### src/rtl/lru_key_value_cache_unit_macros.svh
// Assertion macros used by the cache top level.
`ifndef LRU_KEY_VALUE_CACHE_UNIT_MACROS_SVH
`define LRU_KEY_VALUE_CACHE_UNIT_MACROS_SVH

// The antecedent implies the consequent in the same cycle.
`define LKVC_ASSERT_IMP(label, ante, cons, msg) \
	label: assert property (@(posedge clk) disable iff (!arst_n) (ante) |-> (cons)) \
		else $error(msg);

// The antecedent implies the consequent in the next cycle.
`define LKVC_ASSERT_NEXT(label, ante, cons, msg) \
	label: assert property (@(posedge clk) disable iff (!arst_n) (ante) |=> (cons)) \
		else $error(msg);

`endif

### src/rtl/lkvc_pkg.sv
// Types and constants shared by the cache cells and the cache top level.
package lkvc_pkg;

	localparam int KEY_W  = 32;
	localparam int DATA_W = 32;
	localparam int CAP_W  = 5;

	localparam logic [CAP_W-1:0] CAP_RESET = 5'd16;

	typedef enum logic {
		OP_GET = 1'b0,
		OP_PUT = 1'b1
	} op_t;

	typedef struct packed {
		logic              valid;
		logic [KEY_W-1:0]  key;
		logic [DATA_W-1:0] data;
	} entry_t;

	typedef struct packed {
		logic capture;
		logic exec;
		logic any_hit;
		logic insert;
		logic room;
	} ctrl_t;

endpackage

### src/rtl/lru_key_value_cache_unit.sv
// Top level of the fully associative key/value cache with least-recently-used replacement.
//
// Input channel (in_valid/in_ready) carries operation, key and value; a get looks up
// the key, a put inserts or updates it. Output channel (out_valid/out_ready) returns
// one transaction per input: hit, and read_value for a get that hits (zero otherwise).
// cfg_we/cfg_wdata set the capacity in use; write it only while the cache is idle.
// Entries sit in a chain of cells ordered by recency: cell 0 is the most recent.
// The key is compared in every cell at the edge that accepts the input; the update
// then moves cells back along the chain and loads cell 0 with the used entry.
// The result is registered at the update, and no new operation is taken until the
// update of the last one is done: each compare step is followed by an update step.
// A result waits in the output register while the receiver stalls; the next input is
// still accepted and compared, and its update waits until the output register frees.
// Reset empties the cache at once and sets the capacity to 16 entries.
`include "lru_key_value_cache_unit_macros.svh"

module lru_key_value_cache_unit #(
	parameter int ENTRIES = 16
) (
	input  logic                              clk,
	input  logic                              arst_n,
	input  logic                              cfg_we,
	input  logic [lkvc_pkg::CAP_W-1:0]        cfg_wdata,
	input  logic                              in_valid,
	output logic                              in_ready,
	input  logic                              operation,
	input  logic signed [lkvc_pkg::KEY_W-1:0] key,
	input  logic signed [lkvc_pkg::DATA_W-1:0] value,
	output logic                              out_valid,
	input  logic                              out_ready,
	output logic                              hit,
	output logic signed [lkvc_pkg::DATA_W-1:0] read_value
);
	import lkvc_pkg::*;

	localparam int UW = $clog2(ENTRIES + 1);
	localparam int CW = (UW > CAP_W) ? UW : CAP_W;

	typedef enum logic [1:0] {
		ST_IDLE = 2'b01,
		ST_EXEC = 2'b10
	} state_t;

	state_t              state_q, state_d;
	logic [CAP_W-1:0]    cap_q;
	logic [CW-1:0]       used_q;
	logic [CW-1:0]       cap_ext;
	logic [CW-1:0]       eff_cap;
	op_t                 op_q;
	logic [KEY_W-1:0]    key_q;
	logic [DATA_W-1:0]   value_q;
	logic                out_valid_q;
	logic                hit_q;
	logic [DATA_W-1:0]   rdata_q;
	ctrl_t               ctrl;
	entry_t [ENTRIES:0]  ent;
	logic [ENTRIES:0]    tail;
	logic [ENTRIES-1:0]  match;
	logic [ENTRIES-1:0]  valid_vec;
	logic [DATA_W-1:0]   hit_data;
	logic                accept;

	assign accept   = in_valid & in_ready;
	assign in_ready = (state_q == ST_IDLE);

	assign cap_ext = CW'(cap_q);
	always_comb begin
		if (cap_q == '0) begin
			eff_cap = CW'(1);
		end else if (cap_ext > CW'(ENTRIES)) begin
			eff_cap = CW'(ENTRIES);
		end else begin
			eff_cap = cap_ext;
		end
	end

	assign ctrl.capture = accept;
	assign ctrl.exec    = (state_q == ST_EXEC) & (~out_valid_q | out_ready);
	assign ctrl.any_hit = tail[0];
	assign ctrl.insert  = (op_q == OP_PUT) & ~tail[0];
	assign ctrl.room    = (used_q < eff_cap);

	always_comb begin
		hit_data = '0;
		for (int i = 0; i < ENTRIES; i++) begin
			if (match[i]) begin
				hit_data = hit_data | ent[i + 1].data;
			end
		end
	end

	assign ent[0].valid = 1'b1;
	assign ent[0].key   = key_q;
	assign ent[0].data  = (op_q == OP_PUT) ? value_q : hit_data;
	assign tail[ENTRIES] = 1'b0;

	genvar gi;
	for (gi = 0; gi < ENTRIES; gi++) begin : g_cell
		lkvc_cell u_cell (
			.clk       (clk),
			.arst_n    (arst_n),
			.ctrl      (ctrl),
			.probe_key (key),
			.prev      (ent[gi]),
			.tail_in   (tail[gi + 1]),
			.cur       (ent[gi + 1]),
			.match     (match[gi]),
			.tail_out  (tail[gi])
		);
		assign valid_vec[gi] = ent[gi + 1].valid;
	end

	always_comb begin
		state_d = state_q;
		case (state_q)
			ST_IDLE: begin
				if (accept) begin
					state_d = ST_EXEC;
				end
			end
			ST_EXEC: begin
				if (ctrl.exec) begin
					state_d = ST_IDLE;
				end
			end
			default: begin
				state_d = ST_IDLE;
			end
		endcase
	end

	always_ff @(posedge clk or negedge arst_n) begin
		if (!arst_n) begin
			state_q     <= ST_IDLE;
			cap_q       <= CAP_RESET;
			used_q      <= '0;
			out_valid_q <= 1'b0;
		end else begin
			state_q <= state_d;
			if (cfg_we) begin
				cap_q <= cfg_wdata;
			end
			if (ctrl.exec && ctrl.insert && ctrl.room) begin
				used_q <= used_q + CW'(1);
			end
			if (ctrl.exec) begin
				out_valid_q <= 1'b1;
			end else if (out_ready) begin
				out_valid_q <= 1'b0;
			end
		end
	end

	always_ff @(posedge clk) begin
		if (accept) begin
			op_q    <= op_t'(operation);
			key_q   <= key;
			value_q <= value;
		end
		if (ctrl.exec) begin
			hit_q   <= ctrl.any_hit;
			rdata_q <= (ctrl.any_hit && op_q == OP_GET) ? hit_data : '0;
		end
	end

	assign out_valid  = out_valid_q;
	assign hit        = hit_q;
	assign read_value = $signed(rdata_q);

	`LKVC_ASSERT_IMP(a_match_unique, state_q == ST_EXEC, $onehot0(match), "Key matched twice.")
	`LKVC_ASSERT_IMP(a_valid_packed, 1'b1, ((valid_vec >> 1) & ~valid_vec) == '0, "Gap in cells.")
	`LKVC_ASSERT_IMP(a_used_count, 1'b1, $countones(valid_vec) == used_q, "Entry count is off.")
	`LKVC_ASSERT_NEXT(a_accept_exec, accept, state_q == ST_EXEC, "Update cycle was skipped.")

endmodule

### src/rtl/lkvc_cell.sv
// One recency-ordered cache cell: holds an entry, compares it and shifts from its neighbor.
module lkvc_cell (
	input  logic                       clk,
	input  logic                       arst_n,
	input  lkvc_pkg::ctrl_t            ctrl,
	input  logic [lkvc_pkg::KEY_W-1:0] probe_key,
	input  lkvc_pkg::entry_t           prev,
	input  logic                       tail_in,
	output lkvc_pkg::entry_t           cur,
	output logic                       match,
	output logic                       tail_out
);
	import lkvc_pkg::*;

	logic                valid_q;
	logic                match_q;
	logic [KEY_W-1:0]    key_q;
	logic [DATA_W-1:0]   data_q;
	logic                shift;

	assign tail_out = match_q | tail_in;

	// On a hit every cell up to the hit cell moves one place back; on an
	// insert every valid cell moves back, dropping the last one when full.
	always_comb begin
		if (ctrl.any_hit) begin
			shift = ctrl.exec & tail_out;
		end else begin
			shift = ctrl.exec & ctrl.insert & prev.valid & (ctrl.room | valid_q);
		end
	end

	always_ff @(posedge clk or negedge arst_n) begin
		if (!arst_n) begin
			valid_q <= 1'b0;
			match_q <= 1'b0;
		end else begin
			if (ctrl.capture) begin
				match_q <= valid_q & (key_q == probe_key);
			end
			if (shift) begin
				valid_q <= prev.valid;
			end
		end
	end

	always_ff @(posedge clk) begin
		if (shift) begin
			key_q  <= prev.key;
			data_q <= prev.data;
		end
	end

	assign cur.valid = valid_q;
	assign cur.key   = key_q;
	assign cur.data  = data_q;
	assign match     = match_q;

endmodule

### config.mk
export PLATFORM = sky130hd
export DESIGN_NAME = lru_key_value_cache_unit
export DESIGN_NICKNAME = d
export VERILOG_FILES = /design/src/rtl/lkvc_pkg.sv /design/src/rtl/lru_key_value_cache_unit.sv /design/src/rtl/lkvc_cell.sv
export VERILOG_INCLUDE_DIRS = /design/src /design/src/rtl
export SDC_FILE = /design/constraint.sdc
export NUM_CORES = 1
export LEC_CHECK = 0
export BUFFER_PORTS_ARGS = -buffer_cell sky130_fd_sc_hd__buf_2
export CORE_UTILIZATION = 40
export CTS_BUF_LIST = sky130_fd_sc_hd__clkbuf_4 sky130_fd_sc_hd__clkbuf_8
export DETAILED_ROUTE_END_ITERATION = 8
export PLACE_DENSITY = 0.65
export SYNTH_ARGS = -nofsm -noshare
export SYNTH_HDL_FRONTEND = slang
export SYNTH_SLANG_ARGS = --single-unit
export TNS_END_PERCENT = 50
### constraint.sdc
create_clock -name clk -period 10.3 [get_ports clk]
set_input_delay 2.575 -clock clk [delete_from_list [all_inputs] [get_ports clk]]
set_output_delay 2.575 -clock clk [all_outputs]
set_load 0.05 [all_outputs]
==> flow_summary.json <==
{
  "outcome": "completed",
  "antenna_found_initial": 2,
  "powerDensity_nw_per_um2": 187,
  "path_clk_slew_ns": 0.06,
  "worst-setup-path-type": "input port to register",
  "tns_ns": 0,
  "cts.path.max_buffers": 3,
  "reg2reg_depth": 7,
  "avgSynthCellArea_sq_um": 17.1,
  "critical_path_arrival_ns": 6.02,
  "fin_skew_ns": 0.0367,
  "synth_cell_types": 41,
  "max_stage_delay_ns": 1.20,
  "grt_pass1_vias": 25703,
  "grt_setup_unrepaired": "false",
  "htreeDepth": 4,
  "yosysWarnings": 0,
  "finalCritPeriodShare": 0.540,
  "die-height_um": 338,
  "grtUsageTotal": 0.196,
  "path_max_fanout": 33,
  "num-nets-final": 2921,
  "worst_pin_slew_ns": 1.21,
  "routed_wl_mm": 111,
  "ioPinCount": 110,
  "synth_edf_count": 1122,
  "port-buffer-count": 109,
  "start_util": 0.406,
  "synth_area_leaders": "edfxtp_1 (75%), xnor2_1 (5.8%), xor2_1 (4.2%)",
  "dp_hpwl_mm": 70.0,
  "ys_top_cells_by_count": "edfxtp_1 (1122), xnor2_1 (299), xor2_1 (216)",
  "cp-endpoint": "g_cell[2].u_cell.data_q[27]",
  "crit_chain": "buf_2 -> nand2b_1 -> nand2_1 -> inv_2 -> nand3_2 -> o21ai_4 -> buf_4",
  "clock_latency_ns": 0.86,
  "critPathLaunch": "out_ready",
  "grt-ovfl-total": 0,
  "syn_area_sq_um": 45100,
  "r2r_end": "g_cell[2].u_cell.data_q[27]",
  "critPathRequiredTime_ns": 10.76,
  "synth-async-reset-ratio": 0.0386,
  "stdcell_count": 4482,
  "synth_top_area_cell": "edfxtp_1",
  "reg2reg_from": "g_cell[13].u_cell.match",
  "cts_sinks": 1167,
  "worstSetupEndpointType": "register",
  "numCtsBuffers": 182,
  "die_w_um": 338,
  "setup_violations": 0,
  "drc": 0,
  "synth_most_common_cell": "edfxtp_1",
  "gp_congestion": 0.856,
  "holdBufCountCts": 0,
  "max_freq_mhz": 180,
  "tritoncts": "yes",
  "ys_seq_area_frac": 0.772,
  "worstHoldPathType": "register to register",
  "ant_nets": 0,
  "post_drt_wl_per_cell_um": 24.8,
  "r2r_setup_slack_ns": 4.93,
  "cts_resized": 0,
  "maxSlewViolCount": 0,
  "areaGrowthSynthToFinish_pct": 13.6,
  "dieArea_sq_um": 114000,
  "placed_cells_incl_taps": 4145,
  "synth_top_area_share": 0.747,
  "via_per_inst": 5.46,
  "min_period_ns": 5.56,
  "cts_setup_buffers": 0,
  "relSlewSlack": 0.189,
  "slowest_stage": "o21ai_4",
  "grt_max_degree": 65,
  "core_sq_um": 111000,
  "power_leakage_nw": 16.8,
  "drtIter0Drc": 2495,
  "dr.pass1.iters": 6,
  "hold_viol_final": 0,
  "cts_root_buf": "clkbuf_8",
  "synthCells": 2638,
  "synth-seq-cells": 1167,
  "row_count": 122,
  "hp-start": "key_q[0]",
  "dr_total_vias": 24484,
  "grt_pass1_wl_mm": 164,
  "syn_nets": 2718,
  "synth_ff_type": "edfxtp_1",
  "max_cap_viol_count": 0,
  "max-vdd-ir-drop_v": 0.000150,
  "startpoint_type": "input port",
  "drive_gt1_frac": 0.159
}
-- worst max-delay path: cells and delay by family --
kind / cells / cell delay, ns
and+or+nand+nor: 3 / 1.24
AOI/OAI and AO/OA: 1 / 1.20
buffers and inverters: 3 / 0.95
-- final cells by class --
class                      count  area, sq um
tap                         1488         1860
multi-input combinational   1287         9800
antenna                        2         5.00
sequential                  1167        34800
inverter                      38          144
clock inverter               108          835
fill                        9363        60000
timing repair buffer         165          966
clock buffer                 227         2850
-- stage by stage --
stage                     setup WS (ns)  power (mW)   util  hold WS (ns)  area [sq um]
after detailed placement           3.99        5.77  0.428         0.405         47600
after floorplan                    1.96        5.61      -         0.400         45100
after global placement             4.04        5.76  0.428         0.403         47600
final                              4.74        9.61  0.461         0.416         51300
after CTS                          4.89        9.69  0.461         0.417         51300
after global routing               4.59        9.92  0.461         0.422         51300
-- layout by cell type (no fill, tap or decap), types with 3 or more instances in the layout --
| cell | Yosys | layout |
|---|---|---|
| edfxtp_1 | 1122 | 1122 |
| xnor2_1 | 299 | 299 |
| xor2_1 | 216 | 216 |
| clkbuf_8 | 0 | 183 |
| a22oi_1 | 128 | 128 |
| buf_2 | 1 | 109 |
| nand4_1 | 97 | 97 |
| nand3_1 | 90 | 89 |
| nor2_1 | 67 | 67 |
| a22o_1 | 64 | 64 |
| a221oi_1 | 64 | 64 |
| nor4_1 | 63 | 63 |
| clkinv_1 | 0 | 58 |
| buf_4 | 1 | 56 |
| mux2i_1 | 44 | 44 |
| clkbuf_4 | 0 | 44 |
| nand2_1 | 43 | 43 |
| o21ai_0 | 56 | 41 |
| dfrtp_1 | 43 | 40 |
| inv_1 | 38 | 36 |
| clkinv_2 | 0 | 22 |
| nor3_1 | 19 | 19 |
| o21ai_4 | 0 | 15 |
| bufinv_16 | 0 | 10 |
| ha_1 | 5 | 5 |
| inv_8 | 0 | 5 |
| o31ai_1 | 4 | 4 |
| mux2_2 | 4 | 4 |
| clkinvlp_4 | 0 | 4 |
| nand2b_1 | 3 | 3 |
| inv_12 | 0 | 3 |
| clkinv_4 | 0 | 3 |
| dfrtp_2 | 0 | 3 |
-- state kept, by name, indices dropped and copies added, names as in the netlist --
register	cells
used_q	5
state_q	2
g_cell.u_cell.valid_q	16
g_cell.u_cell.data_q	512
cap_ext	5
hit	1
value_q	32
key_q	32
g_cell.u_cell.key_q	512
read_value	32
g_cell.u_cell.match	16
out_valid	1
op_q	1
-- cells by family after synthesis --
kind of cell	share of synthesized area
flip-flops	0.772
XOR/XNOR	0.0999
AND/OR/NAND/NOR	0.0457
AO/OA/AOI/OAI	0.0548
buffers and inverters	0.0156
multiplexers	0.0111
adder cells (fa/ha/maj)	0.00139
-- worst min path at each step --
stage	endpoint	cells after the start
2_1_floorplan	g_cell[0].u_cell.key_q[0]	0
3_3_place_gp	g_cell[0].u_cell.key_q[17]	0
3_5_place_dp	g_cell[0].u_cell.key_q[10]	0
4_1_cts	g_cell[0].u_cell.key_q[0]	0
5_1_grt	g_cell[0].u_cell.key_q[29]	0
6_report	g_cell[0].u_cell.key_q[0]	0
-- metal layers --
metal / up-vias / share of wire / GRT usage
li1: 10607 / - / -
met5: - / 0 / 0
met2: 1229 / 0.48 / 0.320
met3: 271 / 0.077 / 0.0422
met4: 0 / 0.041 / 0.0933
met1: 12377 / 0.40 / 0.248
-- power by group --
group / switching (mW) / internal, mW
clock: 1.84 / 2.10
sequential: 0.0530 / 5.23
combinational: 0.273 / 0.124
Note: power is estimated with default switching activity, not from simulation.
